File: config.mk
export PLATFORM = sky130hd
export DESIGN_NAME = bfc_front
export DESIGN_NICKNAME = d
export VERILOG_FILES = /design/src/hdl/bfc_pkg.sv /design/src/hdl/bfc_front.sv
export SDC_FILE = /design/constraint.sdc
export NUM_CORES = 1
export LEC_CHECK = 0
export BUFFER_PORTS_ARGS = -buffer_cell sky130_fd_sc_hd__clkbuf_2
export CAP_MARGIN = 25
export CELL_PAD_IN_SITES_DETAIL_PLACEMENT = 0
export CELL_PAD_IN_SITES_GLOBAL_PLACEMENT = 1
export CORE_UTILIZATION = 40
export CTS_BUF_LIST = sky130_fd_sc_hd__clkbuf_4 sky130_fd_sc_hd__clkbuf_8 sky130_fd_sc_hd__clkbuf_16
export DETAILED_ROUTE_END_ITERATION = 12
export GPL_TIMING_DRIVEN = 0
export PLACE_DENSITY = 0.84
export SYNTH_ARGS = -nofsm -noshare
export SYNTH_HDL_FRONTEND = slang
export SYNTH_SLANG_ARGS = --single-unit
File: constraint.sdc
create_clock -name clk -period 3.7 [get_ports clk]
set_input_delay 0.37 -clock clk [delete_from_list [all_inputs] [get_ports clk]]
set_output_delay 0.37 -clock clk [all_outputs]
set_load 0.005 [all_outputs]
File: src/hdl/bfc_pkg.sv
// Package for the FIR convolver: payload structs, mode codes, sizes.
// No dependencies.
package bfc_pkg;
  localparam int BLOCK    = 256;
  localparam int CHANNELS = 2;
  localparam int MAX_TAPS = 257;
  localparam int HIST_LEN = BLOCK + MAX_TAPS;
  localparam int TAP_W    = 9;
  localparam int HPTR_W   = $clog2(HIST_LEN);
  localparam int HADDR_W  = $clog2(CHANNELS * HIST_LEN);
  localparam int ACC_W    = 48 + TAP_W + 1;

  localparam logic [1:0] MODE_AUDIO = 2'd0;
  localparam logic [1:0] MODE_COEF  = 2'd1;
  localparam logic [1:0] MODE_FLUSH = 2'd2;

  localparam logic [1:0] OP_AUDIO = 2'd0;
  localparam logic [1:0] OP_COEF  = 2'd1;
  localparam logic [1:0] OP_FLUSH = 2'd2;
  localparam logic [1:0] OP_MUTE  = 2'd3;

  typedef struct packed {
    logic [1:0]         mode;
    logic               channel;
    logic [8:0]         tap_index;
    logic signed [23:0] value;
  } in_item_t;

  typedef struct packed {
    logic               out_channel;
    logic signed [23:0] out_sample;
    logic               clipped;
  } out_item_t;

  typedef struct packed {
    logic [1:0]         op;
    logic               channel;
    logic [8:0]         tap_index;
    logic signed [23:0] value;
  } cmd_t;
endpackage

File: src/hdl/bfc_front.sv
// Front end: takes requests, classifies them, queues commands.
// Depends on bfc_pkg.
module bfc_front (
  input  logic              clk,
  input  logic              rst,
  input  bfc_pkg::in_item_t in_item,
  input  logic              push,
  output logic              full,
  input  logic [8:0]        tap_count,
  output bfc_pkg::cmd_t     cmd,
  output logic              cmd_valid,
  input  logic              cmd_take
);
  bfc_pkg::cmd_t q [2];
  logic [1:0] count;
  logic       rd_ptr;
  logic       wr_ptr;
  logic       keep;
  logic       do_push;
  logic       do_pop;
  bfc_pkg::cmd_t c;

  always_comb begin
    c.channel   = in_item.channel;
    c.tap_index = in_item.tap_index;
    c.value     = in_item.value;
    c.op        = bfc_pkg::OP_AUDIO;
    keep        = 1'b0;
    unique case (in_item.mode)
      bfc_pkg::MODE_AUDIO: begin
        keep = (32'(in_item.channel) < bfc_pkg::CHANNELS);
        c.op = (tap_count == '0) ? bfc_pkg::OP_MUTE : bfc_pkg::OP_AUDIO;
      end
      bfc_pkg::MODE_COEF: begin
        keep = (32'(in_item.tap_index) < bfc_pkg::MAX_TAPS);
        c.op = bfc_pkg::OP_COEF;
      end
      bfc_pkg::MODE_FLUSH: begin
        keep = 1'b1;
        c.op = bfc_pkg::OP_FLUSH;
      end
      default: keep = 1'b0;
    endcase
  end

  assign full      = (count == 2'd2);
  assign do_push   = push && !full && keep;
  assign do_pop    = cmd_take && (count != 2'd0);
  assign cmd_valid = (count != 2'd0);
  assign cmd       = q[rd_ptr];

  always_ff @(posedge clk) begin
    if (do_push) q[wr_ptr] <= c;
    if (rst) begin
      count  <= '0;
      rd_ptr <= 1'b0;
      wr_ptr <= 1'b0;
    end else begin
      if (do_push) wr_ptr <= ~wr_ptr;
      if (do_pop)  rd_ptr <= ~rd_ptr;
      count <= count + {1'b0, do_push} - {1'b0, do_pop};
    end
  end
endmodule

**Word level (Yosys, flattened, before mapping)**

Memory sizes are Yosys's and may differ from the RTL's. A register that Yosys moved wholly into a read port is not among the register bits.
Index checks and enable logic that the tools add are counted.
W data, S select, Z words.

- $lt $le $gt $ge: 1
- Bitwise gates (word level): 2
- Reductions and logical operators: 8
- Shift operators: 0
- $add $sub $neg: 2
- Mux-type cells: 7
- Div/mod/pow operators: 0
- Equal/unequal tests: 3
- Multiply operators: 0

Operator list:

| kind | number |
|---|---|
| $logic_not A9 Y1 | 1 |
| $lt A9 B9 Y1 const B | 1 |
| $pmux W2 S3 | 1 |
| $eq A2 B2 Y1 const B | 2 |
| $mux W1 | 4 |
| $logic_and A1 B1 Y1 | 3 |
| $add A2 B1 Y2 | 1 |
| $eq A2 B1 Y1 const B | 1 |
| $logic_not A2 Y1 | 1 |
| $mux W2 | 1 |
| $not A1 Y1 | 2 |
| $pmux W1 S2 | 1 |
| $reduce_bool A2 Y1 | 1 |
| $reduce_or A2 Y1 | 1 |
| $sub A2 B1 Y2 | 1 |
| $logic_not A1 Y1 | 1 |

- Output and inout bits: 38
- Memories: 1
- Bits in registers: 4
- ROM bits: 0
- Bits in latches: 0
- Bits in writable memories: 72

Memory list:

| name | words | width | read ports | clocked after Yosys merged registers in | write ports | RTL line | text |
|---|---|---|---|---|---|---|---|
| q | 2 | 36 | 1 | 1 | 1 | bfc_front.sv:14 | `bfc_pkg::cmd_t q [2];` |

**Depth between registers and ports, before layout**

Gate-level depths: netlist of run 1.

- Depth in word-level cells: 6
- Depth in mapped cells: 9
- Depth with buffers taken out: 9

**Least setup slack after synthesis of run 1**

OpenSTA, ideal clock, no wires.

- Path kind: input port to flip-flop
- From: input port in_item[31] (netlist name)
- To: memory q[1][0] (netlist name), enable pin
- Stages on the path: 4
- Required time: 3.271 ns
- Path buffers: 0
- Arrival: 2.694 ns
- Setup slack: 0.577 ns
- Path through: nor4_2 -> a21oi_1 -> or3_2 -> nor2_1

- Cells in the longest elaborated chain, start to end: 5

RTL lines:

| what | RTL line | text |
|---|---|---|
| start, declared | bfc_front.sv:6 | `input bfc_pkg::in_item_t in_item,` |
| $lt A9 B9 Y1 | bfc_front.sv:35 | `keep = (32'(in_item.tap_index) < bfc_pkg::MAX_TAPS);` |
| $pmux W1 S2 | bfc_front.sv:29 | `unique case (in_item.mode)` |
| $logic_and A1 B1 Y1 | bfc_front.sv:47 | `assign do_push = push && !full && keep;` |
| $mux W1 | bfc_front.sv:53 | `if (do_push) q[wr_ptr] <= c;` |
| $mux W1 (not written as such) | bfc_front.sv:53 |  |
| end, declared | bfc_front.sv:14 |  |

Every way passes these cells.

**Final worst setup path of run 1**

- From: input port in_item[28] (netlist name)
- To: memory q[1][15] (netlist name), enable pin

Same word-level chain as after synthesis.

==> reports/results.tsv, run 1 <==
stage	metric	value	unit
setup_path	crit path cell chain	clkbuf_2 -> nor4_2 -> a21oi_1 -> or3_2 -> nor2_4 -> buf_16	
setup_path	critical path class	primary input to flip-flop	
setup_path	Worst setup SP type	primary input	
routing	total number of vias	1628	
final_layout	area growth from synthesis to layout	27.8	%
synth	Mean Syn Cell Area	19.3	um2
setup_path	critical path launch point	in_item[28]	
flow_run	Max-Cap Viols	0	
clock_tree	worst-skew pair later-pin latency	340	ps
floorplan	Die Wd	87.1	um
timing	final worst path period share	0.563	
clock_tree	hold buffer count at cts	0	
clock_tree	Clock Sink Count	77	
setup_path	Setup crit end kind	flip-flop	
place	Detail Placement HPWL	3400	um
final_layout	most frequent cells in the layout	clkbuf_2 (86), edfxtp_1 (72), mux2_2 (36)	
floorplan	die area	7590	um2
setup_path	flop-to-flop setup slack	1630	ps
min_path	worst hold path type	primary input to flip-flop	
routing	WL final	5000	um
grt	GR Util All Layers	0.139	
setup_path	worst r2r src	count[1]	
floorplan	Core Area	6910	um2
clock_tree	CTS root buffer	clkbuf_8	
synth	Synthesized Nets	201	
setup_path	Reg2Reg Depth	4	
power_and_ir_drop	PwrDens	611	nW/um2
synth	Yosys reg bits	77	
grt	initial antenna violation count	0	
clock_tree	Reg clk slew, reported paths	80	ps
routing	Via density	4.66	
setup_path	critical-path maximum fanout	19	
grt	wire length of the first global-routing pass	7580	um
synth	Synth Warn #	0	
synth	register area share after synthesis	0.781	
setup_path	WP depth	6	
routing	wire per inst	14.3	um
synth	Yosys top cell area share	0.746	
place	IO buf count	86	
place	placed insts	333	
synth	area leader, netlist	edfxtp_1	
routing	drc violations	0	
setup_path	CP max stage delay	500	ps
grt	pin count of the biggest net entering global routing	37	
floorplan	Initial Util	0.420	
timing	WHS	216	ps
setup_path	Worst Path Arrival	2120	ps
clock_tree	CTS tree	built	
timing	Max Clk Rate	0.480	GHz
routing	Routed Antenna Nets	0	
floorplan	# IOs	87	
setup_path	delay-heaviest family, CP	simple AND/OR/NAND/NOR gates	
timing	Max transition margin	0.449	
synth	Post-Syn Instances	150	
power_and_ir_drop	leakage	1.44	nW
timing	Setup violations, final	0	
timing	Final Hold Fails	0	
clock_tree	post-CTS setup buffer count	0	
setup_path	Bufs and invs on worst path	2	
final_layout	Ant. Diodes	0	
timing	fin crit period	2080	ps
final_layout	fin util	0.536	
clock_tree	TritonCTS buffer count	9	
timing	Final Max Slew Viols	0	
synth	synth top area cells	edfxtp_1 (75%), mux2_2 (14%), dfxtp_1 (3.5%), ha_1 (0.86%), nor4_2 (0.86%)	
timing	Worst Tran Pin Value	826	ps
final_layout	Final Non-Filler Cells	349	
timing	skew final	9.63	ps
clock_tree	CTS H-Tree Depth	3	
setup_path	CP endpoint	q[1][15]	
routing	Initial DRC Count	48	
final_layout	layout cells sized above 1	0.593	
routing	DR pass1 iterations	3	
grt	total gr overflow	0	
timing	RSZ-0062 raised after global routing	false	
status	status	finished clean	
power_and_ir_drop	VDD IR-drop max	0.262	mV
final_layout	fin nets	299	
clock_tree	post_cts resized	0	
place	GP Congestion	0.727	
synth	Netlist cell types	22	
setup_path	FF-to-FF End	q[1][15]	
floorplan	Die Y	87.1	um
setup_path	slowest CP cell	nor2_4	
synth	Post-Syn Area	2900	um2
setup_path	Worst EP required	3740	ps
grt	vias in the first global route	1608	
floorplan	Cell Rows	30	
clock_tree	clk buf depth	2	
final_layout	leading cell type in the layout, fill and taps excluded	clkbuf_2	
[report_power, final]
group          switching, mW  internal, mW
sequential            0.0222          1.05
combinational          0.235         0.276
clock                  0.280         0.402
total                  0.538          1.72
[Yosys cell counts]
cell type,n
nand2_1,1
xor2_1,1
buf_2,4
or3_2,1
inv_1,5
a21oi_1,4
o21ai_0,1
nor3_1,1
or2_2,1
nor2_1,5
nand3_1,1
xnor2_1,2
nor4_2,2
nor4_1,1
and2_1,1
edfxtp_1,72
o31ai_1,1
mux2_2,36
nor2b_1,2
or4_4,1
ha_1,2
dfxtp_1,5
[worst reg2reg max path, delay by kind of cell, from the launching register on]
| family | cells | cell delay, ps |
|---|---|---|
| and+or+nand+nor | 3 | 1200 |
| buffers and inverters | 1 | 240 |
| DFF | 1 | 330 |
[state kept, by name, indices dropped and copies added, names as in the netlist, named ones only]
name / cells
count: 2
q: 72
rd_ptr: 1
wr_ptr: 1
[final cells by class]
cell class | instances | area (um2)
repair buffers | 87 | 458
clock inverters | 5 | 75.1
clock buffers | 11 | 145
well taps | 96 | 120
plain buffers | 4 | 20.0
flip-flops and latches | 77 | 2260
multi-input cells | 64 | 604
inverters | 5 | 18.8
fillers | 628 | 3200
[worst min path at each step]
stage | startpoint | to | slack, ps | cells after the start
3_3_place_gp | wr_ptr | wr_ptr | 470 | 2
4_1_cts | in_item[6] | q[0][6] | 200 | 1
5_1_grt | in_item[6] | q[0][6] | 200 | 1
6_report | in_item[6] | q[0][6] | 220 | 1
2_1_floorplan | rst | wr_ptr | 440 | 1
3_5_place_dp | wr_ptr | wr_ptr | 500 | 2
[routing by layer]
| metal | GRT usage | share of wire | up-vias |
|---|---|---|---|
| met5 | 0 | 0 | - |
| met4 | 0.0805 | 0.021 | 0 |
| met3 | 0.0427 | 0.066 | 10 |
| met2 | 0.240 | 0.51 | 58 |
| met1 | 0.152 | 0.40 | 783 |
| li1 | - | - | 777 |
[through the flow]
step                      setup WS [ps]  power, mW  setup TNS [ps]  instance area (um2)
after floorplan                     577       1.39               0                 2900
after global placement             -533       1.60          -19090                 3450
after detailed placement           1230       1.61               0                 3480
after CTS                          1580       2.30               0                 3700
after global routing               1500       2.38               0                 3700
final                              1620       2.26               0                 3700
[cells by family (layout without fill, tap and decap cells)]
group / after synthesis / after routing / share of synthesized area
AOI/OAI and AO/OA: 6 / 6 / 0.0112
xor gates and xnor gates: 3 / 3 / 0.00907
adders and majority gates: 2 / 2 / 0.00863
buffers and inverters: 9 / 112 / 0.0134
DFF: 77 / 77 / 0.781
muxes: 36 / 36 / 0.140
and+or+nand+nor: 17 / 17 / 0.0371
Note: power is estimated with default switching activity, not from simulation.
==> inputs of run 2 (changes only) <==
clock period = 2.02 ns   (was 3.7 ns; I/O delays follow)
==> run 2 against run 1 <==
  * Global-route usage increased by 0.16 points
  * Final cell count increased by 0.57%
  * Sequential share of layout area decreased by 0.55 points
  * Register-to-register slack got worse by 1500 ps
  * Critical path type is now flip-flop to flip-flop
  * Power increased by 83%
  * Non-clock buffer count increased by 1
  * Setup slack got worse by 1500 ps
  * Clock power increased by 82%
==> reports/results.tsv, run 2 (synthesis results as in run 1) <==
stage	metric	value	unit	change
status	status	finished clean		unchanged
min_path	worst hold path type	primary input to flip-flop		unchanged
floorplan	die area	7590	um2	unchanged
clock_tree	TritonCTS buffer count	9		unchanged
timing	Worst Tran Pin Value	483	ps	was 826 ps
final_layout	leading cell type in the layout, fill and taps excluded	clkbuf_2		unchanged
clock_tree	CTS tree	built		unchanged
power_and_ir_drop	PwrDens	1110	nW/um2	was 611 nW/um2
routing	WL met3	351	um	was 329 um
setup_path	Worst setup SP type	flip-flop		was primary input
timing	Final Hold Fails	0		unchanged
setup_path	critical-path maximum fanout	4		was 19
grt	wire length of the first global-routing pass	7670	um	was 7580 um
floorplan	# IOs	87		unchanged
floorplan	Die Wd	87.1	um	unchanged
final_layout	Largest regs	q: 72 flops, count: 2 flops		unchanged
routing	Routed Antenna Nets	0		unchanged
setup_path	Worst EP required	2250	ps	was 3740 ps
power_and_ir_drop	leakage	1.43	nW	was 1.44 nW
setup_path	critical path class	flip-flop to flip-flop		was primary input to flip-flop
timing	Max Clk Rate	0.534	GHz	
routing	Via density	4.61		was 4.66
clock_tree	Clock Sink Count	77		unchanged
timing	WHS	51.8	ps	was 216 ps
routing	DR pass1 iterations	4		was 3
timing	fin crit period	1870	ps	
place	Detail Placement HPWL	3390	um	was 3400 um
routing	total number of vias	1618		was 1628
final_layout	Most flops, register	q		unchanged
place	placed insts	333		unchanged
place	IO buf count	86		unchanged
routing	wire per inst	14.4	um	was 14.3 um
timing	RSZ-0062 raised after global routing	false		unchanged
flow_run	Max-Cap Viols	0		unchanged
timing	setup_tns	0	ps	unchanged
grt	GR Util All Layers	0.141		was 0.139
floorplan	Initial Util	0.420		unchanged
routing	Top Layer Used	met4		unchanged
final_layout	most frequent cells in the layout	clkbuf_2 (86), edfxtp_1 (72), mux2_2 (36)		unchanged
final_layout	fin nets	301		was 299
power_and_ir_drop	Pwr Total	4.15	mW	was 2.26 mW
routing	WL final	5040	um	was 5000 um
final_layout	area growth from synthesis to layout	29.0	%	was 27.8%
final_layout	max reg flops	72		unchanged
floorplan	Cell Rows	30		unchanged
final_layout	Final Non-Filler Cells	351		was 349
floorplan	Core Area	6910	um2	unchanged
floorplan	Die Y	87.1	um	unchanged
routing	Initial DRC Count	45		was 48
clock_tree	clk buf depth	2		unchanged
timing	final worst path period share	0.928		
place	GP Congestion	0.730		was 0.727
setup_path	Worst Path Arrival	2110	ps	was 2120 ps
routing	wire length on met1	2030	um	was 2010 um
grt	pin count of the biggest net entering global routing	21		was 37
clock_tree	worst-skew pair later-pin latency	330	ps	was 340 ps
timing	Final Max Slew Viols	0		unchanged
final_layout	Ant. Diodes	0		unchanged
timing	Setup violations, final	0		unchanged
grt	total gr overflow	0		unchanged
routing	Met2 Routed Length	2570	um	was 2550 um
timing	Max transition margin	0.678		was 0.449
routing	drc violations	0		unchanged
clock_tree	Reg clk slew, reported paths	80	ps	about the same
final_layout	fin util	0.541		was 0.536
clock_tree	CTS H-Tree Depth	3		unchanged
grt	vias in the first global route	1634		was 1608
power_and_ir_drop	VDD IR-drop max	0.495	mV	was 0.262 mV
grt	initial antenna violation count	0		unchanged
timing	skew final	6.78	ps	was 9.63 ps
clock_tree	CTS root buffer	clkbuf_8		unchanged
setup_path	Setup crit end kind	flip-flop		unchanged
final_layout	layout cells sized above 1	0.596		was 0.593
## run 2: changes by cell type in the layout (fill, tap and decap cells not counted)
| cell | previous run | this run |
|---|---|---|
| or3_2 | 1 | 0 |
| clkinvlp_4 | 0 | 5 |
| or3_4 | 0 | 1 |
| clkinv_2 | 3 | 1 |
| clkbuf_8 | 10 | 9 |
| buf_12 | 0 | 1 |
| inv_2 | 1 | 0 |
## run 2: power by group
group	leakage, nW	switching (mW)	internal (mW)
sequential	0.703	0.0400	1.91
clock	0.102	0.535	0.707
combinational	0.621	0.439	0.514
## run 2: final cells by class
| class | count | area, um2 |
|---|---|---|
| timing repair inverter | 1 | 7.51 |
| inverter | 5 | 22.5 |
| multi-input combinational | 64 | 608 |
| sequential | 77 | 2260 |
| clock inverter | 6 | 87.6 |
| clock buffer | 10 | 131 |
| fill | 611 | 3170 |
| buffer | 4 | 20.0 |
| timing repair buffer | 88 | 478 |
| tap | 96 | 120 |
## run 2: layer usage
| layer | GRT usage | up-vias |
|---|---|---|
| met3 | 0.0483 | 9 |
| met2 | 0.245 | 55 |
| met1 | 0.153 | 776 |
| met5 | 0 | - |
| li1 | - | 778 |
| met4 | 0.0715 | 0 |
## run 2: what timing repair did
item	CTS	global route
buffers inserted	1	0
pin swaps	1	0
cloned	1	0
hold buffers	0	0
resized for setup	1	1
endpoints found under the setup margin	56	1
hold endpoints to repair	0	0
## run 2: path summary, 6_finish.rpt
path                            startpoint       end  slack [ps]  cells past startpoint
worst max-delay path              count[1]  count[1]         150                      8
worst min-delay path            in_item[1]   q[1][1]          50                      1
worst max register to register    count[1]  count[1]         150                      8
worst min register to register      wr_ptr    wr_ptr         500                      2
## run 2: stage by stage
step | worst slack (ps) | area [um2]
floorplan | 42.8 | 2910
global placement | -473 | 3460
detailed placement | -255 | 3490
CTS | 5.08 | 3730
global route | 22.1 | 3740
finish | 146 | 3740
## run 2: critical path, cell delays in order, from the launching register on
cell and delay (ps):
dfxtp_1 330, nor2b_1 170, or3_4 410, ha_1 300
inv_1 50, ha_1 150, xor2_1 170, xnor2_1 140
nor2_1 50
